File: src/tlvp_pkg.sv
// Shared definitions for the BER-TLV stream parser: phase, role and error codes,
// stack sizing and the per-byte result record. No dependencies.
package tlvp_pkg;

    localparam int MAX_DEPTH = 8;
    localparam int OPEN_W    = $clog2(MAX_DEPTH + 1);
    localparam int IDX_W     = (MAX_DEPTH > 1) ? $clog2(MAX_DEPTH) : 1;

    localparam logic [1:0] PH_TAG  = 2'd0;
    localparam logic [1:0] PH_TAGX = 2'd1;
    localparam logic [1:0] PH_LEN  = 2'd2;
    localparam logic [1:0] PH_VAL  = 2'd3;

    localparam logic [1:0] ROLE_TAG     = 2'd0;
    localparam logic [1:0] ROLE_LEN     = 2'd1;
    localparam logic [1:0] ROLE_VALUE   = 2'd2;
    localparam logic [1:0] ROLE_DISCARD = 2'd3;

    localparam logic [1:0] ERR_NONE     = 2'd0;
    localparam logic [1:0] ERR_LEN_FORM = 2'd1;
    localparam logic [1:0] ERR_OVERRUN  = 2'd2;
    localparam logic [1:0] ERR_TOO_DEEP = 2'd3;

    localparam logic [4:0] TAG_EXT_MASK = 5'h1F;
    localparam logic [7:0] LEN_LONG     = 8'h80;
    localparam logic [7:0] LEN_LONG_MAX = 8'h83;

    typedef struct packed {
        logic [1:0]  byte_role;
        logic [7:0]  data_out;
        logic        header_done;
        logic [31:0] tag_value;
        logic [23:0] value_length;
        logic        is_constructed;
        logic [3:0]  nest_depth;
        logic [3:0]  elements_closed;
        logic [1:0]  error_code;
    } result_t;

endpackage

File: src/ber_tlv_stream_parser.sv
// BER-TLV stream parser: classifies each byte of a TLV stream and reports headers,
// nesting depth, element closings and sticky errors. Uses tlvp_core, tlvp_out_buf.
//
// One result beat per input byte, one byte per clock while in_stall is low; each
// result is registered in the buffer. The parse step finishes within the cycle the
// byte is accepted, with all open stack levels counting down in parallel. Results
// wait in a two-entry buffer; in_stall rises only when both entries are occupied.
// Assert new_message with the first byte of each message to clear the stack and
// any latched error; after an error every byte is discarded until then.
module ber_tlv_stream_parser
(
    input  logic        clk,
    input  logic        rst_n,
    input  logic        in_valid,
    output logic        in_stall,
    input  logic [7:0]  data_byte,
    input  logic        new_message,
    output logic        out_valid,
    input  logic        out_stall,
    output logic [1:0]  byte_role,
    output logic [7:0]  data_out,
    output logic        header_done,
    output logic [31:0] tag_value,
    output logic [23:0] value_length,
    output logic        is_constructed,
    output logic [3:0]  nest_depth,
    output logic [3:0]  elements_closed,
    output logic [1:0]  error_code
);

    logic              take;
    logic              full;
    tlvp_pkg::result_t step_result;
    tlvp_pkg::result_t head;

    assign in_stall = full;
    assign take     = in_valid && !full;

    tlvp_core u_core
    (
        .clk         (clk),
        .rst_n       (rst_n),
        .take        (take),
        .data_byte   (data_byte),
        .new_message (new_message),
        .result      (step_result)
    );

    tlvp_out_buf u_out_buf
    (
        .clk       (clk),
        .rst_n     (rst_n),
        .push      (take),
        .push_data (step_result),
        .full      (full),
        .out_valid (out_valid),
        .out_stall (out_stall),
        .head      (head)
    );

    assign byte_role       = head.byte_role;
    assign data_out        = head.data_out;
    assign header_done     = head.header_done;
    assign tag_value       = head.tag_value;
    assign value_length    = head.value_length;
    assign is_constructed  = head.is_constructed;
    assign nest_depth      = head.nest_depth;
    assign elements_closed = head.elements_closed;
    assign error_code      = head.error_code;

endmodule

File: src/tlvp_core.sv
// Per-byte BER-TLV parse step: header decode, nesting stack and sticky error.
// One byte per cycle while take is high; result is combinational from state. Uses tlvp_pkg.
module tlvp_core
(
    input  logic              clk,
    input  logic              rst_n,
    input  logic              take,
    input  logic [7:0]        data_byte,
    input  logic              new_message,
    output tlvp_pkg::result_t result
);

    logic [1:0]                  phase_reg, phase_next;
    logic [31:0]                 tag_accum_reg, tag_accum_next;
    logic [2:0]                  tag_cnt_reg, tag_cnt_next;
    logic [23:0]                 len_accum_reg, len_accum_next;
    logic [1:0]                  len_left_reg, len_left_next;
    logic [23:0]                 prim_left_reg, prim_left_next;
    logic [tlvp_pkg::OPEN_W-1:0] open_reg, open_next;
    logic [1:0]                  err_reg, err_next;
    logic [23:0]                 lvl_reg  [tlvp_pkg::MAX_DEPTH];
    logic [23:0]                 lvl_next [tlvp_pkg::MAX_DEPTH];

    always_comb
    begin
        logic [1:0]                  e_phase;
        logic [31:0]                 e_tag;
        logic [2:0]                  e_cnt;
        logic [23:0]                 e_lacc;
        logic [1:0]                  e_lleft;
        logic [23:0]                 e_prim;
        logic [tlvp_pkg::OPEN_W-1:0] e_open;
        logic [tlvp_pkg::OPEN_W-1:0] open_m1;
        logic [tlvp_pkg::OPEN_W-1:0] open_push;
        logic [tlvp_pkg::OPEN_W-1:0] zeros;
        logic [1:0]                  err;
        logic                        done;
        logic                        cons;
        logic                        push;
        logic [23:0]                 len;
        logic [23:0]                 need;
        logic [24:0]                 r;
        logic [7:0]                  first;
        logic [3:0]                  closed;
        logic [23:0]                 dec [tlvp_pkg::MAX_DEPTH];

        e_phase = new_message ? tlvp_pkg::PH_TAG : phase_reg;
        e_tag   = new_message ? 32'd0 : tag_accum_reg;
        e_cnt   = new_message ? 3'd0 : tag_cnt_reg;
        e_lacc  = new_message ? 24'd0 : len_accum_reg;
        e_lleft = new_message ? 2'd0 : len_left_reg;
        e_prim  = new_message ? 24'd0 : prim_left_reg;
        e_open  = new_message ? '0 : open_reg;

        phase_next     = e_phase;
        tag_accum_next = e_tag;
        tag_cnt_next   = e_cnt;
        len_accum_next = e_lacc;
        len_left_next  = e_lleft;
        prim_left_next = e_prim;
        open_next      = e_open;
        err_next       = new_message ? tlvp_pkg::ERR_NONE : err_reg;

        result          = '0;
        result.data_out = data_byte;

        err       = tlvp_pkg::ERR_NONE;
        done      = 1'b0;
        cons      = 1'b0;
        push      = 1'b0;
        len       = 24'd0;
        need      = 24'd0;
        r         = 25'h1000000;
        first     = 8'd0;
        closed    = 4'd0;
        zeros     = '0;
        open_m1   = e_open - 1'b1;
        open_push = e_open;

        for (int i = 0; i < tlvp_pkg::MAX_DEPTH; i++)
        begin
            lvl_next[i] = lvl_reg[i];
            dec[i]      = lvl_reg[i] - {23'd0, (lvl_reg[i] != 24'd0)};
        end

        if (err_next != tlvp_pkg::ERR_NONE || e_open > tlvp_pkg::OPEN_W'(tlvp_pkg::MAX_DEPTH))
        begin
            if (err_next == tlvp_pkg::ERR_NONE)
            begin
                err_next = tlvp_pkg::ERR_OVERRUN;
            end
            open_next         = '0;
            result.byte_role  = tlvp_pkg::ROLE_DISCARD;
            result.error_code = err_next;
        end
        else
        begin
            for (int i = 0; i < tlvp_pkg::MAX_DEPTH; i++)
            begin
                if (tlvp_pkg::OPEN_W'(i) < e_open)
                begin
                    lvl_next[i] = dec[i];
                end
            end

            unique case (e_phase)
                tlvp_pkg::PH_TAG:
                begin
                    result.byte_role = tlvp_pkg::ROLE_TAG;
                    tag_accum_next   = {24'd0, data_byte};
                    tag_cnt_next     = 3'd1;
                    phase_next       = (data_byte[4:0] == tlvp_pkg::TAG_EXT_MASK)
                                       ? tlvp_pkg::PH_TAGX : tlvp_pkg::PH_LEN;
                    len_left_next    = 2'd0;
                    len_accum_next   = 24'd0;
                end
                tlvp_pkg::PH_TAGX:
                begin
                    result.byte_role = tlvp_pkg::ROLE_TAG;
                    tag_accum_next   = {e_tag[23:0], data_byte};
                    tag_cnt_next     = e_cnt + 3'd1;
                    if (!(data_byte[7] && tag_cnt_next < 3'd4))
                    begin
                        phase_next = tlvp_pkg::PH_LEN;
                    end
                end
                tlvp_pkg::PH_LEN:
                begin
                    result.byte_role = tlvp_pkg::ROLE_LEN;
                    if (e_lleft == 2'd0)
                    begin
                        if (data_byte < tlvp_pkg::LEN_LONG)
                        begin
                            len  = {16'd0, data_byte};
                            done = 1'b1;
                        end
                        else if (data_byte > tlvp_pkg::LEN_LONG
                                 && data_byte <= tlvp_pkg::LEN_LONG_MAX)
                        begin
                            len_left_next  = data_byte[1:0];
                            len_accum_next = 24'd0;
                        end
                        else
                        begin
                            err = tlvp_pkg::ERR_LEN_FORM;
                        end
                    end
                    else
                    begin
                        len_accum_next = {e_lacc[15:0], data_byte};
                        len_left_next  = e_lleft - 2'd1;
                        if (len_left_next == 2'd0)
                        begin
                            len  = len_accum_next;
                            done = 1'b1;
                        end
                    end
                end
                default:
                begin
                    result.byte_role = tlvp_pkg::ROLE_VALUE;
                    prim_left_next   = e_prim - {23'd0, (e_prim != 24'd0)};
                    if (prim_left_next == 24'd0)
                    begin
                        closed     = 4'd1;
                        phase_next = tlvp_pkg::PH_TAG;
                    end
                end
            endcase

            if (done)
            begin
                case (tag_cnt_next) inside
                    3'd0, 3'd1: first = tag_accum_next[7:0];
                    3'd2:       first = tag_accum_next[15:8];
                    3'd3:       first = tag_accum_next[23:16];
                    default:    first = tag_accum_next[31:24];
                endcase
                cons = first[5];
                if (!cons && len != 24'd0)
                begin
                    phase_next     = tlvp_pkg::PH_VAL;
                    prim_left_next = len;
                end
                else
                begin
                    phase_next = tlvp_pkg::PH_TAG;
                    if (len == 24'd0)
                    begin
                        closed = closed + 4'd1;
                    end
                end
            end

            if (e_open != '0)
            begin
                r = {1'b0, dec[open_m1[tlvp_pkg::IDX_W-1:0]]};
            end

            if (phase_next == tlvp_pkg::PH_TAGX || phase_next == tlvp_pkg::PH_LEN)
            begin
                need = 24'd1;
            end
            else if (phase_next == tlvp_pkg::PH_VAL)
            begin
                need = prim_left_next;
            end
            else if (done && cons)
            begin
                need = len;
            end

            if (err == tlvp_pkg::ERR_NONE)
            begin
                if ({1'b0, need} > r)
                begin
                    err = tlvp_pkg::ERR_OVERRUN;
                end
                else if (done && cons && len != 24'd0
                         && e_open >= tlvp_pkg::OPEN_W'(tlvp_pkg::MAX_DEPTH))
                begin
                    err = tlvp_pkg::ERR_TOO_DEEP;
                end
            end

            result.nest_depth = 4'(e_open);

            if (err != tlvp_pkg::ERR_NONE)
            begin
                err_next          = err;
                phase_next        = tlvp_pkg::PH_TAG;
                tag_accum_next    = 32'd0;
                tag_cnt_next      = 3'd0;
                len_accum_next    = 24'd0;
                len_left_next     = 2'd0;
                prim_left_next    = 24'd0;
                open_next         = '0;
                result.error_code = err;
            end
            else
            begin
                if (done)
                begin
                    result.header_done    = 1'b1;
                    result.tag_value      = tag_accum_next;
                    result.value_length   = len;
                    result.is_constructed = cons;
                    push                  = cons && len != 24'd0;
                end
                if (push)
                begin
                    lvl_next[e_open[tlvp_pkg::IDX_W-1:0]] = len;
                    open_push = e_open + 1'b1;
                end
                for (int i = 0; i < tlvp_pkg::MAX_DEPTH; i++)
                begin
                    if (tlvp_pkg::OPEN_W'(i) < open_push && lvl_next[i] == 24'd0)
                    begin
                        zeros = zeros + 1'b1;
                    end
                end
                open_next              = open_push - zeros;
                result.elements_closed = closed + 4'(zeros);
            end
        end
    end

    always_ff @(posedge clk or negedge rst_n)
    begin
        if (!rst_n)
        begin
            phase_reg     <= tlvp_pkg::PH_TAG;
            tag_accum_reg <= 32'd0;
            tag_cnt_reg   <= 3'd0;
            len_accum_reg <= 24'd0;
            len_left_reg  <= 2'd0;
            prim_left_reg <= 24'd0;
            open_reg      <= '0;
            err_reg       <= tlvp_pkg::ERR_NONE;
        end
        else if (take)
        begin
            phase_reg     <= phase_next;
            tag_accum_reg <= tag_accum_next;
            tag_cnt_reg   <= tag_cnt_next;
            len_accum_reg <= len_accum_next;
            len_left_reg  <= len_left_next;
            prim_left_reg <= prim_left_next;
            open_reg      <= open_next;
            err_reg       <= err_next;
        end
    end

    always_ff @(posedge clk)
    begin
        if (take)
        begin
            for (int i = 0; i < tlvp_pkg::MAX_DEPTH; i++)
            begin
                lvl_reg[i] <= lvl_next[i];
            end
        end
    end

`ifndef SYNTH
    assert property (@(posedge clk) disable iff (!rst_n)
        open_reg <= tlvp_pkg::OPEN_W'(tlvp_pkg::MAX_DEPTH))
        else $error("nesting stack above its depth");

    assert property (@(posedge clk) disable iff (!rst_n)
        err_reg != tlvp_pkg::ERR_NONE |-> open_reg == '0)
        else $error("levels open while an error is latched");

    assert property (@(posedge clk) disable iff (!rst_n)
        take && !new_message && err_reg != tlvp_pkg::ERR_NONE |=> err_reg == $past(err_reg))
        else $error("latched error changed without message start");

    assert property (@(posedge clk) disable iff (!rst_n)
        take && result.byte_role == tlvp_pkg::ROLE_DISCARD
        |-> result.error_code != tlvp_pkg::ERR_NONE && result.header_done == 1'b0)
        else $error("discarded byte without error code");
`endif

endmodule

File: src/tlvp_out_buf.sv
// Two-entry result buffer between the parse step and the output channel.
// Lets a new byte in while a result waits. Uses tlvp_pkg::result_t.
module tlvp_out_buf
(
    input  logic              clk,
    input  logic              rst_n,
    input  logic              push,
    input  tlvp_pkg::result_t push_data,
    output logic              full,
    output logic              out_valid,
    input  logic              out_stall,
    output tlvp_pkg::result_t head
);

    logic [1:0]        count_reg, count_next;
    tlvp_pkg::result_t slot0_reg, slot0_next;
    tlvp_pkg::result_t slot1_reg, slot1_next;
    logic              pop;

    assign full      = (count_reg == 2'd2);
    assign out_valid = (count_reg != 2'd0);
    assign head      = slot0_reg;
    assign pop       = out_valid && !out_stall;

    always_comb
    begin
        count_next = count_reg;
        slot0_next = slot0_reg;
        slot1_next = slot1_reg;
        case (count_reg)
            2'd0:
            begin
                if (push)
                begin
                    slot0_next = push_data;
                    count_next = 2'd1;
                end
            end
            2'd1:
            begin
                if (push && pop)
                begin
                    slot0_next = push_data;
                end
                else if (push)
                begin
                    slot1_next = push_data;
                    count_next = 2'd2;
                end
                else if (pop)
                begin
                    count_next = 2'd0;
                end
            end
            default:
            begin
                if (pop)
                begin
                    slot0_next = slot1_reg;
                    count_next = 2'd1;
                end
            end
        endcase
    end

    always_ff @(posedge clk or negedge rst_n)
    begin
        if (!rst_n)
        begin
            count_reg <= 2'd0;
        end
        else
        begin
            count_reg <= count_next;
        end
    end

    always_ff @(posedge clk)
    begin
        slot0_reg <= slot0_next;
        slot1_reg <= slot1_next;
    end

`ifndef SYNTH
    assert property (@(posedge clk) disable iff (!rst_n)
        count_reg != 2'd3)
        else $error("result buffer count out of range");

    assert property (@(posedge clk) disable iff (!rst_n)
        full |-> !push)
        else $error("beat written into a full result buffer");

    assert property (@(posedge clk) disable iff (!rst_n)
        count_reg == 2'd2 && !pop |=> $stable(slot1_reg) && count_reg == 2'd2)
        else $error("held result lost from buffer");
`endif

endmodule

File: config.mk
export PLATFORM = sky130hd
export DESIGN_NAME = ber_tlv_stream_parser
export DESIGN_NICKNAME = d
export VERILOG_FILES = /design/src/tlvp_pkg.sv /design/src/ber_tlv_stream_parser.sv /design/src/tlvp_core.sv /design/src/tlvp_out_buf.sv
export SDC_FILE = /design/constraint.sdc
export NUM_CORES = 2
export LEC_CHECK = 0
export ABC_AREA = 0
export BUFFER_PORTS_ARGS = -buffer_cell sky130_fd_sc_hd__buf_2
export CAP_MARGIN = 20
export CELL_PAD_IN_SITES_DETAIL_PLACEMENT = 0
export CELL_PAD_IN_SITES_GLOBAL_PLACEMENT = 1
export CORE_ASPECT_RATIO = 1.5
export CORE_UTILIZATION = 54
export CTS_CLUSTER_DIAMETER = 100
export DETAILED_ROUTE_END_ITERATION = 10
export PLACE_DENSITY_LB_ADDON = 0.1
export SLEW_MARGIN = 5
export SYNTH_ARGS = -nofsm -noshare
export SYNTH_HDL_FRONTEND = slang
export SYNTH_SLANG_ARGS = --single-unit
File: constraint.sdc
create_clock -name clk -period 20.2 [get_ports clk]
set_input_delay 2.02 -clock clk [delete_from_list [all_inputs] [get_ports clk]]
set_output_delay 2.02 -clock clk [all_outputs]
set_load 0.005 [all_outputs]
[Yosys cells after proc, flatten, opt, wreduce, memory -nomap -nowiden]
Memory sizes are Yosys's and may differ from the RTL's.
Index checks and enable logic that the tools add are counted.
Cells by class
  muxes and demuxes: 162
  add/subtract/negate cells: 23
  order comparisons: 26
  equal/unequal tests: 15
  bitwise gates (word level): 3
  reduce and logical (&&, ||, !) cells: 62
Operators by type and width (number)
  2-to-1 mux 192 bit: 5
  2-to-1 mux 24 bit: 39
  zero test 24 bit: 10
  nonzero test 24 bit: 10
  2-to-1 mux 78 bit: 3
  subtractor 24 x 1 -> 24 bit: 9
  bitwise mux 192 bit: 1
  case mux 78 bit (2 select lines): 1
  2-to-1 mux 4 bit: 36
  2-to-1 mux 58 bit: 2
  2-to-1 mux 32 bit: 3
  binary-select mux 24 bit (select 3 bit): 1
  demux 24 bit (select 3 bit): 1
  2-to-1 mux 2 bit: 35
  2-to-1 mux 66 bit: 1
  case mux 32 bit (2 select lines): 1
  2-to-1 mux 25 bit: 2
  case mux 24 bit (2 select lines): 1
  adder 4 x 1 -> 4 bit (second input constant): 9
  < comparator 3 x 4 -> 1 bit (first input constant): 8
  2-to-1 mux 6 bit: 5
  > comparator 24 x 25 -> 1 bit: 1
  logical AND 1 bit: 19
  < comparator 1 x 4 -> 1 bit (first input constant): 4
  other kinds (40): 84
Storage, ports and cells
  logic and storage cells: 319
  output and inout bits: 80
  input bits: 13
  memories: 1
  flip-flop bits (word level): 251
  bits in writable memories: 192
Memory list
  u_core.lvl_reg: words 8, bits a word 24, rd ports 8, clocked after memory_dff 0, write ports 8, line tlvp_core.sv:21  | logic [23:0] lvl_reg [tlvp_pkg::MAX_DEPTH];

[Logic depth before layout (Yosys ltp)]
  depth in word-level cells: 67
  gate-level depth with buffers: 42
  gate-level depth less buffers: 40

[Cells and area by module]
From an unflattened synthesis, not the netlist that was laid out.
Unflattened totals
  cell total of the unflattened synthesis: 3572
  area, all modules: 32309.7 µm²
By module, submodules not included
  tlvp_core: times used 1, cells each 3316, area each 26545.5 µm², seq. area each 7892.6 µm²
  tlvp_out_buf: times used 1, cells each 255, area each 5750.5 µm², seq. area each 4734.5 µm²
  ber_tlv_stream_parser: times used 1, cells each 1, area each 13.8 µm², seq. area each 0.0 µm²

[Worst setup path after synthesis]
OpenSTA, ideal clock, no wires.
  path kind: input -> register
  start point: in new_message
  end point: reg u_core.open_reg[3] (netlist name)
  stages: 40
  slack: 9.589 ns
  required time: 20.066 ns
  setup time: 0.134 ns
  arrival: 10.477 ns
  buffers on the path: 6
  path through: buf_2 > clkbuf_1 > buf_1 > clkbuf_1 > buf_1 > buf_1 > nor2b_1 > ha_1 > and4bb_2 > o32a_1 > a221oi_1 > o221ai_1 > mux2i_1 > o211ai_1 > a211oi_1 > nor3_1 > ha_1 > or4_1 > [... 4 more ...] > o21a_1 > ha_1 > mux2i_1 > a21oi_1 > ha_1 > mux2_2 > xnor2_1 > a21oi_1 > ha_1 > mux2_2 > inv_1 > ha_1 > a21o_1 > a21oi_1 > xnor2_1 > xnor2_1 > xnor2_1 > o22ai_1
On the way
  longest elaborated chain between the ends: 55
  elaborated cells between the ends (all ways): 189
  those cells by class: add/sub (13); order compare (22); eq/ne (8); mux (105); bitwise (2); reduce/logical (39)
RTL lines
  start: declaration: line ber_tlv_stream_parser.sv:17  | input logic new_message,
  2-to-1 mux 3 bit / 2-to-1 mux 2 bit (equally long branches): line tlvp_core.sv:49, tlvp_core.sv:47
  adder 3 x 1 -> 3 bit, or another cell as far along: line tlvp_core.sv:121  | tag_cnt_next = e_cnt + 3'd1;
  case mux 3 bit (2 select lines): line tlvp_core.sv:106  | unique case (e_phase)
  2-to-1 mux 3 bit: line tlvp_core.sv:86  | if (err_next != tlvp_pkg::ERR_NONE || e_open > tlvp_pkg::OPEN_W'(tlvp_pkg::MAX_DEPTH))
  == test 3 x 2 -> 1 bit (no line)
  2-to-1 mux 6 bit (3 in series): line tlvp_core.sv:173  | case (tag_cnt_next) inside
  2-to-1 mux 6 bit: line tlvp_core.sv:171  | if (done)
  2-to-1 mux 6 bit: line tlvp_core.sv:86
  [... 37 more ...]
  2-to-1 mux 4 bit: line tlvp_core.sv:86
  adder 4 x 1 -> 4 bit: line tlvp_core.sv:259  | zeros = zeros + 1'b1;
  2-to-1 mux 4 bit: line tlvp_core.sv:257  | if (tlvp_pkg::OPEN_W'(i) < open_push && lvl_next[i] == 24'd0)
  2-to-1 mux 4 bit: line tlvp_core.sv:228  | if (err != tlvp_pkg::ERR_NONE)
  2-to-1 mux 4 bit: line tlvp_core.sv:86
  subtractor 4 bit: line tlvp_core.sv:262  | open_next = open_push - zeros;
  2-to-1 mux 4 bit: line tlvp_core.sv:228
  2-to-1 mux 4 bit *: line tlvp_core.sv:86
  end signal: assignment: line tlvp_core.sv:289  | open_reg <= open_next;
  end: declaration: line tlvp_core.sv:19  | logic [tlvp_pkg::OPEN_W-1:0] open_reg, open_next;
Mark *: on every way between the ends. The rest lies on a longest branch, timed or not. The select of a mux whose other input is x is not followed.
A chain may end at the register's enable or synchronous reset.

==> run metrics <==
outcome finished, final reports clean; initial antenna violation count 14; Hold Vio Cnt, Final 0; Clock Path Buffers 3; max reg flops 192; CP startpoint kind primary input; Final Power 3179 uW; Final Setup Violations 0; Worst path slowest cell nor3_1; worst hold slack 0.5023 ns; Post-synth EDFFs 348; unrepaired setup endpoints after global routing no; Max FO, Critical Path 98; Pwr per Cell Area 94.12 nW/um2; share of layout cells above drive strength 1 10.01%; initial drt markers 3624; main flop type after synthesis edfxtp_1; area taken by multi-input logic gates 17490 um2; sequential cell area fraction in the yosys report 40.20%; WL/cell 29.92 um; Tmin final 11.37 ns; DRT Pass-1 Iters 9; IO Pins 93; grt ovf 0; # Post-CTS Setup Buffers 0; Reg clk slew, reported paths 0.06 ns; Seq. cell area 12630 um2; max incr delay on CP 0.63 ns; R2R Path End u_out_buf.head[65]$_DFFE_PP_; post-route clock skew 0.04618 ns; row count 107; Total Routing Usage GR 43.05%; Total Nets Final 3507; max_slew headroom 19.09%; Yosys warning count 0; final max-slew violation count 0; Tcrit/Tclk final 56.29%; Hold Crit Start u_core.tag_accum_reg[27]$_DFFE_PN0P_; Port Buf Inserts 92; Seq cells post-synth 435; Routed Antenna Nets 0; CP most frequent cell o21ai_0; hpwl dp 90720 um; Die Height 297.4 um; Leak Pwr 0.01171 uW; hold depth 1; global-route wire length before repair 182600 um; Worst-Margin Slew 1.210 ns; Vias/cell 6.759; post_cts resized 0; Post-CTS Hold Fix Bufs 0; die width 198.9 um; htree depth 2; Setup crit end kind register; # clock sinks 435; final setup TNS 0 ns; fill count 5098; post-synthesis cell area 31410 um2; largest net degree at the start of global routing 110; via count 28630; post-synth top area share 33.27%; Hold Path Class reg2reg; Syn Inst Count 3524; TritonCTS buffer count 46; worst skew pair latency 0.66 ns; final WL 126800 um; R2R Setup Slk 9.71 ns; core area 57170 um2; Max Cap Violations 0; DIE AREA 59160 um2; count leader, synth nand2_1; kind of critical path in2reg; CTS tree done; Worst R2R Path Depth 35; post-synthesis async set-or-reset flop share 20.00%; Syn Nets 3598; worst hold path endpoint u_core.tag_accum_reg[27]$_DFFE_PN0P_; drt drc 0; Initial Util 54.95%; worst r2r src u_core.prim_left_reg[11]$_DFFE_PN0P_; largest area contributor in the netlist edfxtp_1; Cell variety after synth 105; Final Wtd Congestion 1.110; Syn Area/Cell 8.914 um2; P&R area growth vs syn 7.520%; vias in the first global route 26560; Synth top cells by count 461 x nand2_1, 398 x nor2_1, 348 x edfxtp_1, 246 x clkbuf_1, 205 x xnor2_1; most area-consuming cells after synthesis edfxtp_1 33%, dfrtp_1 6.9%, xnor2_1 5.7%, nand2_1 5.5%, nor2_1 4.8%; Critical Path AT 11.79 ns; WP data required 20.62 ns; Root Buffer clkbuf_16; fmax 0.08794 GHz; peak supply drop 73.99 uV
-- per-stage QoR --
| stage | instance area, um2 | util, % | worst slack, ns | instances |
|---|---|---|---|---|
| after floorplan | 31410 | - | 9.589 | 3524 |
| after CTS | 33660 | 58.89 | 9.247 | 4223 |
| after global placement | 32130 | 56.21 | 8.889 | 4140 |
| after detailed placement | 32130 | 56.21 | 8.598 | 4140 |
| final | 33770 | 59.08 | 8.829 | 4236 |
| after global routing | 33760 | 59.06 | 8.280 | 4232 |
-- routing by layer --
layer	part of all wire, %	GRT usage (%)
met4	11	36.72
met1	34	49.44
met5	0.062	0
met3	9.8	10.52
met2	45	66.87
-- cells in the final DEF (no fill, tap or decap), types with 19 or more instances in the layout --
master	netlist	routed
o31ai_1	94	94
buf_2	13	93
a22oi_1	40	40
nand3_1	77	77
o22ai_1	24	24
xnor2_1	205	204
dfrtp_1	87	86
or4_1	23	23
inv_1	56	55
and3_1	24	24
o21ai_0	200	199
nor2b_1	37	36
nand2_1	461	460
or3_1	25	24
nor3_1	115	114
clkbuf_16	0	47
nand4_1	51	51
nor4_1	68	68
xor2_1	158	158
nand2b_1	37	36
a31oi_1	23	23
o21a_1	21	21
a22o_1	51	51
nor2_1	398	397
ha_1	59	58
edfxtp_1	348	348
buf_4	2	54
a21oi_1	195	194
and2_1	19	19
o211ai_1	23	23
mux4_2	38	38
-- worst max path at each step --
stage,from,slack [ns],cells after the start,end
2_1_floorplan,new_message,9.59,40,u_core.open_reg[3]$_DFFE_PN0P_
3_3_place_gp,new_message,8.89,35,u_out_buf.head[51]$_DFFE_PP_
3_5_place_dp,new_message,8.60,35,u_out_buf.head[65]$_DFFE_PP_
4_1_cts,new_message,9.25,35,u_out_buf.head[65]$_DFFE_PP_
5_1_grt,new_message,8.28,35,u_out_buf.head[65]$_DFFE_PP_
6_report,new_message,8.83,35,u_out_buf.head[65]$_DFFE_PP_
-- worst max-delay path: cells and delay by family --
family,cells,cell delay (ns)
compound gates,16,3.93
fa+ha+maj,3,1.08
buf+inv,6,2.20
simple gates,10,2.43
-- cell families (layout without fill, tap and decap cells) --
logic type               count (synthesis)  after routing  synth area share (%)
XOR/XNOR                               366            366                 10.37
AND/OR/NAND/NOR                       1432           1432                 21.99
other                                    0              5                     0
multiplexers                            76             76                 4.015
AO/OA/AOI/OAI                          807            807                 16.68
flip-flops                             435            435                 40.20
buffers and inverters                  347            291                 4.270
adder cells (fa/ha/maj)                 61             61                 2.478
-- layout make-up --
| type | instances | area share (%) |
|---|---|---|
| multi-input combinational | 2742 | 51.79 |
| sequential | 435 | 37.40 |
| clock buffer | 60 | 3.656 |
| tap | 763 | 2.827 |
| timing repair buffer | 150 | 2.749 |
| clock inverter | 23 | 0.8706 |
| inverter | 58 | 0.6668 |
| antenna | 5 | 0.03705 |
-- report_power, final --
part	switching, uW	total [uW]	internal [uW]	leakage (uW)
Sequential	167	1280	1110	0.00443
Clock	399	888	490	0.000738
Combinational	661	1010	348	0.00655
Total	1230	3180	1950	0.0117
No activity file was read; power rests on OpenSTA's default activity.
